--- src/rtl/core/tfc_pkg.sv ---
// Types, constants and CRC function for the telemetry frame checker.
package tfc_pkg;

    localparam int FrameLen   = 22;
    localparam int CrcLen     = 20;
    localparam int StoreDepth = FrameLen - 1;
    localparam int IdxW       = 5;
    localparam int ApbAddrW   = 3;
    localparam int ApbDataW   = 32;

    localparam logic [15:0] CrcInit     = 16'hFFFF;
    localparam logic [15:0] CrcPoly     = 16'h1021;
    localparam logic [15:0] SyncReset   = 16'hAA55;
    localparam logic        RegSyncWord = 1'b0;

    localparam logic [7:0] EvNormal   = 8'h01;
    localparam logic [7:0] EvImpact   = 8'h02;
    localparam logic [7:0] EvMovement = 8'h03;

    typedef enum logic [1:0] {
        StatusOk      = 2'd0,
        StatusSyncErr = 2'd1,
        StatusCrcErr  = 2'd2
    } t_frame_status;

    typedef enum logic [1:0] {
        ClassUnknown  = 2'd0,
        ClassNormal   = 2'd1,
        ClassImpact   = 2'd2,
        ClassMovement = 2'd3
    } t_event_class;

    typedef struct packed {
        t_frame_status      frame_status;
        logic [31:0]        tx_time_ms;
        logic signed [15:0] temperature_centi;
        logic [31:0]        pressure_pa;
        logic [15:0]        altitude_cm;
        logic signed [15:0] accel_centi;
        logic signed [15:0] accel_filtered_centi;
        logic [7:0]         event_code;
        t_event_class       event_class;
        logic [15:0]        received_crc;
        logic [15:0]        computed_crc;
    } t_result;

    // CRC-16/CCITT-FALSE, one byte, MSB first
    function automatic logic [15:0] crc_byte(input logic [15:0] crc, input logic [7:0] b);
        logic [15:0] c;
        c = crc ^ {b, 8'h00};
        for (int k = 0; k < 8; k++) begin
            if (c[15]) begin
                c = {c[14:0], 1'b0} ^ CrcPoly;
            end else begin
                c = {c[14:0], 1'b0};
            end
        end
        return c;
    endfunction

endpackage

--- src/rtl/core/tfc_out_skid.sv ---
// Two-entry result buffer: output register plus skid register.
module tfc_out_skid (
    input  logic             i_clk,
    input  logic             i_rst_n,
    input  logic             i_push,
    input  tfc_pkg::t_result i_result,
    output logic             o_space,
    output logic             o_valid,
    input  logic             i_ready,
    output tfc_pkg::t_result o_result
);
    import tfc_pkg::*;

    logic    r_out_valid, n_out_valid;
    logic    r_skid_valid, n_skid_valid;
    t_result r_out, n_out;
    t_result r_skid, n_skid;
    logic    w_pop;

    assign w_pop = r_out_valid && i_ready;

    always_comb begin
        n_out_valid  = r_out_valid;
        n_skid_valid = r_skid_valid;
        n_out        = r_out;
        n_skid       = r_skid;
        if (!r_out_valid || w_pop) begin
            if (r_skid_valid) begin
                n_out        = r_skid;
                n_out_valid  = 1'b1;
                n_skid_valid = 1'b0;
            end else begin
                n_out       = i_result;
                n_out_valid = i_push;
            end
        end else if (i_push) begin
            n_skid       = i_result;
            n_skid_valid = 1'b1;
        end
    end

    always_ff @(posedge i_clk) begin
        if (!i_rst_n) begin
            r_out_valid  <= 1'b0;
            r_skid_valid <= 1'b0;
        end else begin
            r_out_valid  <= n_out_valid;
            r_skid_valid <= n_skid_valid;
        end
    end

    always_ff @(posedge i_clk) begin
        r_out  <= n_out;
        r_skid <= n_skid;
    end

    assign o_space  = !r_skid_valid;
    assign o_valid  = r_out_valid;
    assign o_result = r_out;

endmodule
--- config.mk ---
export PLATFORM = sky130hd
export DESIGN_NAME = tfc_out_skid
export DESIGN_NICKNAME = d
export VERILOG_FILES = /design/src/rtl/core/tfc_pkg.sv /design/src/rtl/core/tfc_out_skid.sv
export SDC_FILE = /design/constraint.sdc
export NUM_CORES = 1
export LEC_CHECK = 0
export BUFFER_PORTS_ARGS = -buffer_cell sky130_fd_sc_hd__buf_2
export CORE_MARGIN = 4
export CORE_UTILIZATION = 52
export CTS_CLUSTER_SIZE = 14
export DETAILED_ROUTE_END_ITERATION = 12
export HOLD_SLACK_MARGIN = 0.05
export PLACE_DENSITY = 0.8
export SYNTH_ARGS = -nofsm -noshare
export SYNTH_HDL_FRONTEND = slang
export SYNTH_SLANG_ARGS = --single-unit
export TNS_END_PERCENT = 30
--- constraint.sdc ---
create_clock -name i_clk -period 23.4 [get_ports i_clk]
set_clock_uncertainty 0.05 [all_clocks]
set_input_delay 2.34 -clock i_clk [delete_from_list [all_inputs] [get_ports i_clk]]
set_output_delay 2.34 -clock i_clk [all_outputs]
set_load 0.05 [all_outputs]
== Word-level counts from Yosys, hierarchy flattened ==
Index checks and enable logic that the tools add are counted.

* Bits in registers: 346
* Input bits: 176
* Logic and storage cells: 34

* Muxes and demuxes: 2
* Bitwise logic cells: 2
* Reduce and logical (&&, ||, !) cells: 6

{| class="wikitable"
|+ Operator list
! kind !! count
|-
| 2-to-1 mux 172 bit || 1
|-
| zero test 1 bit || 2
|-
| inverter 1 bit || 2
|-
| AND reduction 2 bit || 1
|-
| OR reduction 2 bit || 1
|-
| logical AND 1 bit || 1
|-
| logical OR 1 bit || 1
|-
| 2-to-1 mux 1 bit || 1
|}

== Longest topological paths before layout ==
Gate-level depths: netlist of the first run.

* Depth in word-level cells: 4
* Depth in mapped cells: 4
* Depth with buffers taken out: 2

== Worst setup path after synthesis of the first run ==
No wires, ideal clock.

* Path type: input to register
* From: in i_ready
* To: reg r_skid[0] in the netlist's numbering, enable pin
* Setup time: 1.812 ns
* Arrival time: 16.461 ns
* Required time: 21.538 ns
* Setup slack: 5.077 ns
* Stages: 2
* Cells stage by stage: nand2b_1 nor2_1

* Word-level cells in the longest chain between the ends: 4

{| class="wikitable"
|+ RTL lines
! item !! RTL line !! source
|-
| from (decl) || tfc_out_skid.sv:9 || <nowiki>input logic i_ready,</nowiki>
|-
| logical AND 1 bit || tfc_out_skid.sv:20 || <nowiki>assign w_pop = r_out_valid && i_ready;</nowiki>
|-
| logical OR 1 bit || tfc_out_skid.sv:27 || <nowiki>if (!r_out_valid || w_pop) begin</nowiki>
|-
| inverter 1 bit (no source line) || - ||
|-
| AND reduction 2 bit (no source line) || - ||
|-
| to (signal assigned) || tfc_out_skid.sv:54 || <nowiki>r_skid <= n_skid;</nowiki>
|-
| to (decl) || tfc_out_skid.sv:17 || <nowiki>t_result r_skid, n_skid;</nowiki>
|}

Every way passes these cells.
A chain may end at the register's enable or synchronous reset.

== Worst setup path in the final report of the first run ==
* From: reg r_skid_valid
* To: out o_space

* Word-level cells in the longest chain between the ends: 1

{| class="wikitable"
|+ RTL lines
! item !! RTL line !! source
|-
| from (decl) || tfc_out_skid.sv:15 || <nowiki>logic r_skid_valid, n_skid_valid;</nowiki>
|-
| from (signal assigned) || tfc_out_skid.sv:48 || <nowiki>r_skid_valid <= n_skid_valid;</nowiki>
|-
| zero test 1 bit || tfc_out_skid.sv:57 || <nowiki>assign o_space = !r_skid_valid;</nowiki>
|-
| to (decl) || tfc_out_skid.sv:7 || <nowiki>output logic o_space,</nowiki>
|}

Every way passes these cells.

==> results of run 1 <==
cells by family after synthesis:
| kind of cell | after synthesis | share of synthesized area |
|---|---|---|
| buffers and inverters | 21 | 0.0171 |
| flip-flops | 346 | 0.826 |
| AND/OR/NAND/NOR | 4 | 0.00170 |
| AO/OA/AOI/OAI | 1 | 0.000598 |
| multiplexers | 172 | 0.154 |
worst max-delay path by stage:
stage                     cells past startpoint          end  slack, ns          from
final                                         2      o_space      19.43  r_skid_valid
after global routing                          2      o_space      19.31  r_skid_valid
after CTS                                     2      o_space      19.37  r_skid_valid
after detailed placement                      4  r_skid[113]      18.95       i_ready
after global placement                        4  r_skid[100]      18.97       i_ready
after floorplan                               2    r_skid[0]       5.08       i_ready
cell usage after synthesis (all sizes together):
cell type and n:
edfxtp 344, mux2 172, nor3b 1, nor2 2, dfxtp 2, inv 2
buf 19, a21boi 1, nand2b 1
metrics by stage:
stage	util	instances	instance area, µm²	total power, mW	hold WS (ns)
final	0.663	1261	15700	1.41	0.486
after global routing	0.663	1261	15700	1.46	0.502
after CTS	0.663	1258	15600	1.43	0.493
after detailed placement	0.617	1198	14600	0.898	0.481
after global placement	0.617	1198	14600	0.895	0.476
after floorplan	-	544	12600	0.854	0.473
power by group:
part / switching [mW] / internal, mW
Combinational: 0.117 / 0.0408
Clock: 0.217 / 0.312
Sequential: 0.00841 / 0.718
sequential cells by signal, indices dropped and copies added (netlist names):
| register | count |
|---|---|
| o_result | 172 |
| r_skid | 172 |
| o_valid | 1 |
| r_skid_valid | 1 |
area by class of cell:
class	instances	share of cell area
inverter	2	0.000480
sequential	346	0.663
timing repair buffer	354	0.115
tap	319	0.0255
antenna	3	0.000480
clock buffer	46	0.0613
clock inverter	14	0.00823
multi-input combinational	177	0.127
per-layer routing:
metal | vias to the layer above | track usage | routed length, µm
li1 | 2944 | - | -
met1 | 3212 | 0.222 | 9330
met2 | 272 | 0.298 | 12400
met3 | 45 | 0.0628 | 2460
met4 | 4 | 0.0576 | 519
met5 | - | 0 | 28
critical path: stages (launching register included):
cell,delay (ns)
dfxtp_4,0.78
inv_1,0.08
buf_2,0.23
==> metrics.csv, run 1 <==
metric,value,unit
FF+latch area,10400,µm²
I/O Buffers,349,
clk root buf,clkbuf_16,
Worst Path Max Fanout,50,
flop-to-flop setup slack,20.27,ns
die footprint,26700,µm²
max-slew violation count,0,
Syn Inst Count,544,
clock slew at reported path FFs,0.06,ns
postcts setup bufs,0,
max_cap viols,0,
Die Y-Extent,163,µm
worst skew pair latency,0.50,ns
total gr overflow,0,
maximum number of pins on one net before global-route repair,173,
# DRC,0,
post-route setup TNS,0,ns
Core Region,23600,µm²
initial antenna violation count,5,
total iterations of the first detailed-routing run,4,
power per cell area,90.2,nW/µm²
vias in the first global route,6647,
Leak,5.92,nW
Avg Synthesized Cell Area,23.1,µm²
worst-case reg-to-reg path depth,3,
final net count,1093,
RSZ-0062 raised after global routing,no,
routed via count,6477,
FMAX,252,MHz
most frequent cells in the layout,"buf_2, edfxtp_1, mux2_2",
first-pass GRT wire length,36.8,mm
Hold Crit Class,flop to flop,
Worst Path Required,21.01,ns
Initial Utilization,0.532,
Syn Nets,720,
IO Count,350,
worst-margin pin slew,1.04,ns
Netlist Area Pre-Place,12600,µm²
Multi-input gate area,1980,µm²
clk sinks,346,
row count,56,
WP data arrival,1.58,ns
"Seq/Total Area, Yosys",0.826,
final worst slack,19.43,ns
final setup vio count,0,
Worst Min Path Start,r_skid[163],
HPWL after DPL,16.4,mm
Final Hold Viols,0,
CTS tree,yes,
Total GRT Usage,0.179,
CP endpoint kind,output port,
Final period util,0.170,
"commonest non-fill, non-tap cell in the layout",buf_2,
Synth area leaders,"edfxtp_1, mux2_2, buf_6",
CTS buffer count,36,
end of the worst hold path,o_result[163],
max_slew headroom,0.308,
Unique masters post-synth,10,
post-synth top area cell,edfxtp_1,
Setup CP Type,flop to output port,
area share of the largest cell type after synthesis,0.823,
Die X,163,µm
Post-DRT Antenna Nets,0,
CTS Hold Bufs,0,
CTS max path bufs,3,
critical path launch point type,flop,
H-Tree Depth,2,
R2R Path Start,r_skid_valid,
Layout fillers,1605,
GP Congestion,0.784,
r2r endpoint,o_result[91],
WHS Path Cells,1,
drt via density,5.14,
#FFs+latches synth,346,
DR WL/cell,19.6,µm
final wirelength,24.7,mm
outcome,finished clean,
initial DRC count,491,
Max rail drop VDD,0.0668,mV
Setup WS pre-CTS,18.95,ns
Final min period,3.97,ns
post-CTS sizing,0,
layout cells sized above 1,0.611,
Layout area overhead,24.7,%
"Warnings, synthesis",0,
Power figures use the tool's default switching activity.
==> run 2, diff against run 1 <==
==> constraint.sdc (replaced) <==
create_clock -name i_clk -period 4.1 [get_ports i_clk]
set_clock_uncertainty 0.05 [all_clocks]
set_input_delay 0.41 -clock i_clk [delete_from_list [all_inputs] [get_ports i_clk]]
set_output_delay 0.41 -clock i_clk [all_outputs]
set_load 0.05 [all_outputs]
==> run 2 against run 1 <==
Compared with the run above: worst setup slack worse by 18 ns; sequential power rose to 5.7 times the previous value; clock power rose to 5.7 times the previous value; critical path type unchanged; largest cell class unchanged.
==> metrics.csv, run 2 (synthesized netlist as in run 1, its figures left out) <==
metric,value,unit
outcome,finished clean,
Leak,6.55,nW
"Max stage delay cell, worst path",buf_12,
power per cell area,478,nW/µm²
critical path launch point type,flop,
GP Congestion,0.764,
initial antenna violation count,1,
Core Region,23600,µm²
worst-margin pin slew,0.987,ns
Final min period,2.46,ns
final setup vio count,0,
Worst Path Max Fanout,161,
Layout area overhead,36.6,%
Hold Crit Class,input pin to flop,
DR WL/cell,20.4,µm
HPWL after DPL,16.4,mm
worst skew pair latency,0.49,ns
drt via density,5.06,
Layout fillers,1383,
total iterations of the first detailed-routing run,4,
critical path cell sequence,"buf_12, inv_1, buf_2",
design area,17100,µm²
routed via count,7118,
Total GRT Usage,0.206,
total gr overflow,0,
RSZ-0062 raised after global routing,no,
"commonest non-fill, non-tap cell in the layout",buf_2,
die footprint,26700,µm²
max_slew headroom,0.342,
CTS buffer count,35,
Setup CP Type,flop to output port,
Die X,163,µm
initial DRC count,536,
WP data arrival,2.00,ns
first-pass GRT wire length,42.4,mm
Post-DRT Antenna Nets,0,
I/O Buffers,349,
# DRC,0,
Multi-input gate area,1980,µm²
most frequent cells in the layout,"buf_2, edfxtp_1, mux2_2",
CTS tree,yes,
CP endpoint kind,output port,
IO Count,350,
vias in the first global route,7624,
post-route setup TNS,0,ns
CTS max path bufs,3,
FF+latch area,10400,µm²
dpl cell area,14600,µm²
postcts setup bufs,0,
clk sinks,346,
Worst Path Required,3.64,ns
layout cells sized above 1,0.529,
Final Hold Viols,0,
max-slew violation count,0,
FMAX,407,MHz
clock slew at reported path FFs,0.06,ns
H-Tree Depth,2,
Max stage delay on crit path,0.64,ns
max_cap viols,0,
Max rail drop VDD,0.533,mV
row count,56,
clk root buf,clkbuf_16,
maximum number of pins on one net before global-route repair,175,
final wirelength,28.6,mm
final net count,1238,
Initial Utilization,0.532,
Die Y-Extent,163,µm
Final period util,0.600,
[run 2: per-layer routing]
metal  share of wire  wire length [µm]  GRT usage  up-vias
met5               0                 0          0        -
met4           0.034               986     0.0782        0
met3           0.084              2410     0.0621       70
met2            0.51             14500      0.352      314
met1            0.38             10800      0.248     3499
li1                -                 -          -     3235
[run 2: critical path: cells and delay by family (launching register included)]
| family | cells | cell delay (ns) |
|---|---|---|
| buf+inv | 3 | 0.96 |
| flops | 1 | 0.47 |
[run 2: worst paths after layout]
kind | from | endpoint | slack [ns] | depth (start not counted)
worst max register to register | r_skid_valid | o_result[111] | 2.06 | 2
worst min register to register | r_skid[133] | o_result[133] | 0.48 | 1
worst max-delay path | r_skid_valid | o_space | 1.64 | 3
worst min-delay path | i_result[29] | r_skid[29] | 0.07 | 1
[run 2: through the flow]
step                      hold WS (ns)  setup WS (ns)  utilization  instances  total power, mW
after floorplan                  0.459          -5.65            -        544             4.86
after global placement           0.477           2.14        0.618       1197             5.11
after detailed placement         0.481           2.13        0.618       1197             5.13
after CTS                       0.0501           1.59        0.724       1401             8.24
after global routing            0.0510           1.51        0.726       1406             8.48
final                           0.0707           1.64        0.726       1406             8.19
[run 2: power breakdown]
| part | internal (mW) | switching (mW) | total (mW) |
|---|---|---|---|
| Sequential | 4.10 | 0.0539 | 4.15 |
| Clock | 1.77 | 1.24 | 3.01 |
| Combinational | 0.327 | 0.706 | 1.03 |
[run 2: cell type report]
| class | instances | area share |
|---|---|---|
| sequential | 346 | 0.605 |
| clock buffer | 45 | 0.0558 |
| inverter | 2 | 0.000438 |
| clock inverter | 16 | 0.00708 |
| timing repair buffer | 500 | 0.192 |
| antenna | 1 | 0.000146 |
| multi-input combinational | 177 | 0.116 |
| tap | 319 | 0.0233 |
[run 2: timing repair]
action,CTS,global route
hold endpoints to repair,143,4
resized for setup,0,0
hold buffers,143,4
==> run 3, diff against run 2 <==
--- a/config.mk
+++ b/config.mk
@@ -7,11 +7,11 @@
 export LEC_CHECK = 0
 export BUFFER_PORTS_ARGS = -buffer_cell sky130_fd_sc_hd__buf_2
 export CORE_MARGIN = 4
-export CORE_UTILIZATION = 52
+export CORE_UTILIZATION = 47
 export CTS_CLUSTER_SIZE = 14
 export DETAILED_ROUTE_END_ITERATION = 12
 export HOLD_SLACK_MARGIN = 0.05
-export PLACE_DENSITY = 0.8
+export PLACE_DENSITY = 0.76
 export SYNTH_ARGS = -nofsm -noshare
 export SYNTH_HDL_FRONTEND = slang
 export SYNTH_SLANG_ARGS = --single-unit
==> constraint.sdc (replaced) <==
create_clock -name i_clk -period 2.05 [get_ports i_clk]
set_clock_uncertainty 0.05 [all_clocks]
set_input_delay 0.205 -clock i_clk [delete_from_list [all_inputs] [get_ports i_clk]]
set_output_delay 0.205 -clock i_clk [all_outputs]
set_load 0.05 [all_outputs]
==> run 3 against run 2 <==
Compared with the run above: sequential share of layout area shrank 1.5 points; critical path depth rose by 1; largest power group unchanged; clock-buffer cell count down 3; non-clock buffer count up 34; via count increased by 0.80%; clock power is 110% higher; final area up 2.6%; hold slack improved by 0.31 ns; register-to-register slack worse by 1.8 ns; power is 100% higher; utilization down 5.3 points.
==> metrics.csv, run 3 (synthesized netlist as in run 1, its figures left out) <==
metric,value,unit
FMAX,548,MHz
critical path cell sequence,"nand2b_4, buf_12, a21boi_0, dlygate4sd3_1",
CTS Hold Bufs,175,
Total GRT Usage,0.189,
Max stage delay on crit path,0.59,ns
Die X,171,µm
Layout area overhead,40.2,%
critical path launch point type,flop,
Worst Path Required,2.38,ns
Multi-input gate area,1980,µm²
Hold Crit Class,input pin to flop,
Final period util,0.889,
dpl cell area,14700,µm²
"commonest non-fill, non-tap cell in the layout",buf_2,
CTS buffer count,36,
layout cells sized above 1,0.517,
Placed Instances,1219,
Setup WS pre-CTS,0.534,ns
Max rail drop VDD,0.622,mV
max-slew violation count,0,
final wirelength,28.8,mm
"delay-heaviest family, CP",buffers and inverters,
H-Tree Depth,2,
post-CTS sizing,0,
initial antenna violation count,2,
final worst slack,0.227,ns
postcts setup bufs,0,
Final min period,1.82,ns
maximum number of pins on one net before global-route repair,94,
Core Region,26100,µm²
Initial Utilization,0.480,
most frequent cells in the layout,"buf_2, edfxtp_1, dlygate4sd3_1",
Final Hold Viols,0,
Post-DRT Antenna Nets,0,
CTS max path bufs,3,
outcome,finished clean,
clk sinks,346,
Worst Path Max Fanout,93,
clock slew at reported path FFs,0.06,ns
# DRC,0,
drt via density,4.92,
total gr overflow,0,
worst-margin pin slew,0.580,ns
GP Congestion,0.755,
initial DRC count,578,
power per cell area,949,nW/µm²
final setup vio count,0,
DR WL/cell,19.7,µm
non-filler instance count after layout,1458,
CP Buf/Inv Count,2,
routed via count,7175,
WP data arrival,2.16,ns
I/O Buffers,349,
CTS tree,yes,
Die Y-Extent,171,µm
die footprint,29400,µm²
IO Count,350,
max_cap viols,0,
post-route setup TNS,0,ns
total iterations of the first detailed-routing run,4,
final net count,1273,
max_slew headroom,0.614,
worst skew pair latency,0.49,ns
HPWL after DPL,17.3,mm
"Max stage delay cell, worst path",dlygate4sd3_1,
Setup CP Type,flop to flop,
first-pass GRT wire length,42.9,mm
clk root buf,clkbuf_16,
RSZ-0062 raised after global routing,no,
Leak,6.74,nW
CP endpoint kind,flop,
row count,59,
vias in the first global route,7658,
design area,17600,µm²
Layout fillers,1675,
FF+latch area,10400,µm²
==> run 3: per-layer routing <==
layer,share of wire,GRT usage,vias up,wire [µm]
met3,0.086,0.0575,42,2470
met2,0.51,0.329,310,14800
li1,-,-,3301,-
met5,0,0,-,0
met1,0.38,0.229,3522,10900
met4,0.020,0.0517,0,581
==> run 3: through the flow <==
stage                     power, mW   util  hold slack (ns)
after CTS                      16.8  0.673            0.354
after global routing           17.3  0.673            0.365
after global placement         10.2  0.563            0.344
after detailed placement       10.3  0.563            0.346
final                          16.7  0.673            0.382
after floorplan                9.72      -            0.254
==> run 3: worst paths after layout <==
check	from	depth (start not counted)	slack, ns	end
worst min register to register	r_skid[163]	1	0.49	o_result[163]
worst min-delay path	i_result[4]	2	0.38	r_skid[4]
worst max register to register	o_valid	4	0.23	o_valid
worst max-delay path	o_valid	4	0.23	o_valid
==> run 3: final cells by class <==
type	instances	share of cell area
Timing Repair Buffer	534	0.209
Clock inverter	20	0.0105
Multi-Input combinational cell	177	0.113
Antenna cell	2	0.000284
Tap cell	335	0.0238
Sequential cell	346	0.590
Clock buffer	42	0.0537
Inverter	2	0.000427
==> run 3: worst reg2reg max path: stages (launching register included) <==
cell,delay [ns]
dfxtp_4,0.35
nand2b_4,0.11
buf_12,0.38
a21boi_0,0.22
dlygate4sd3_1,0.59
==> run 3: power breakdown <==
part / internal (mW) / leakage, nW / switching (mW)
Sequential: 8.19 / 3.36 / 0.0941
Clock: 3.78 / 0.553 / 2.50
Combinational: 0.700 / 2.82 / 1.43
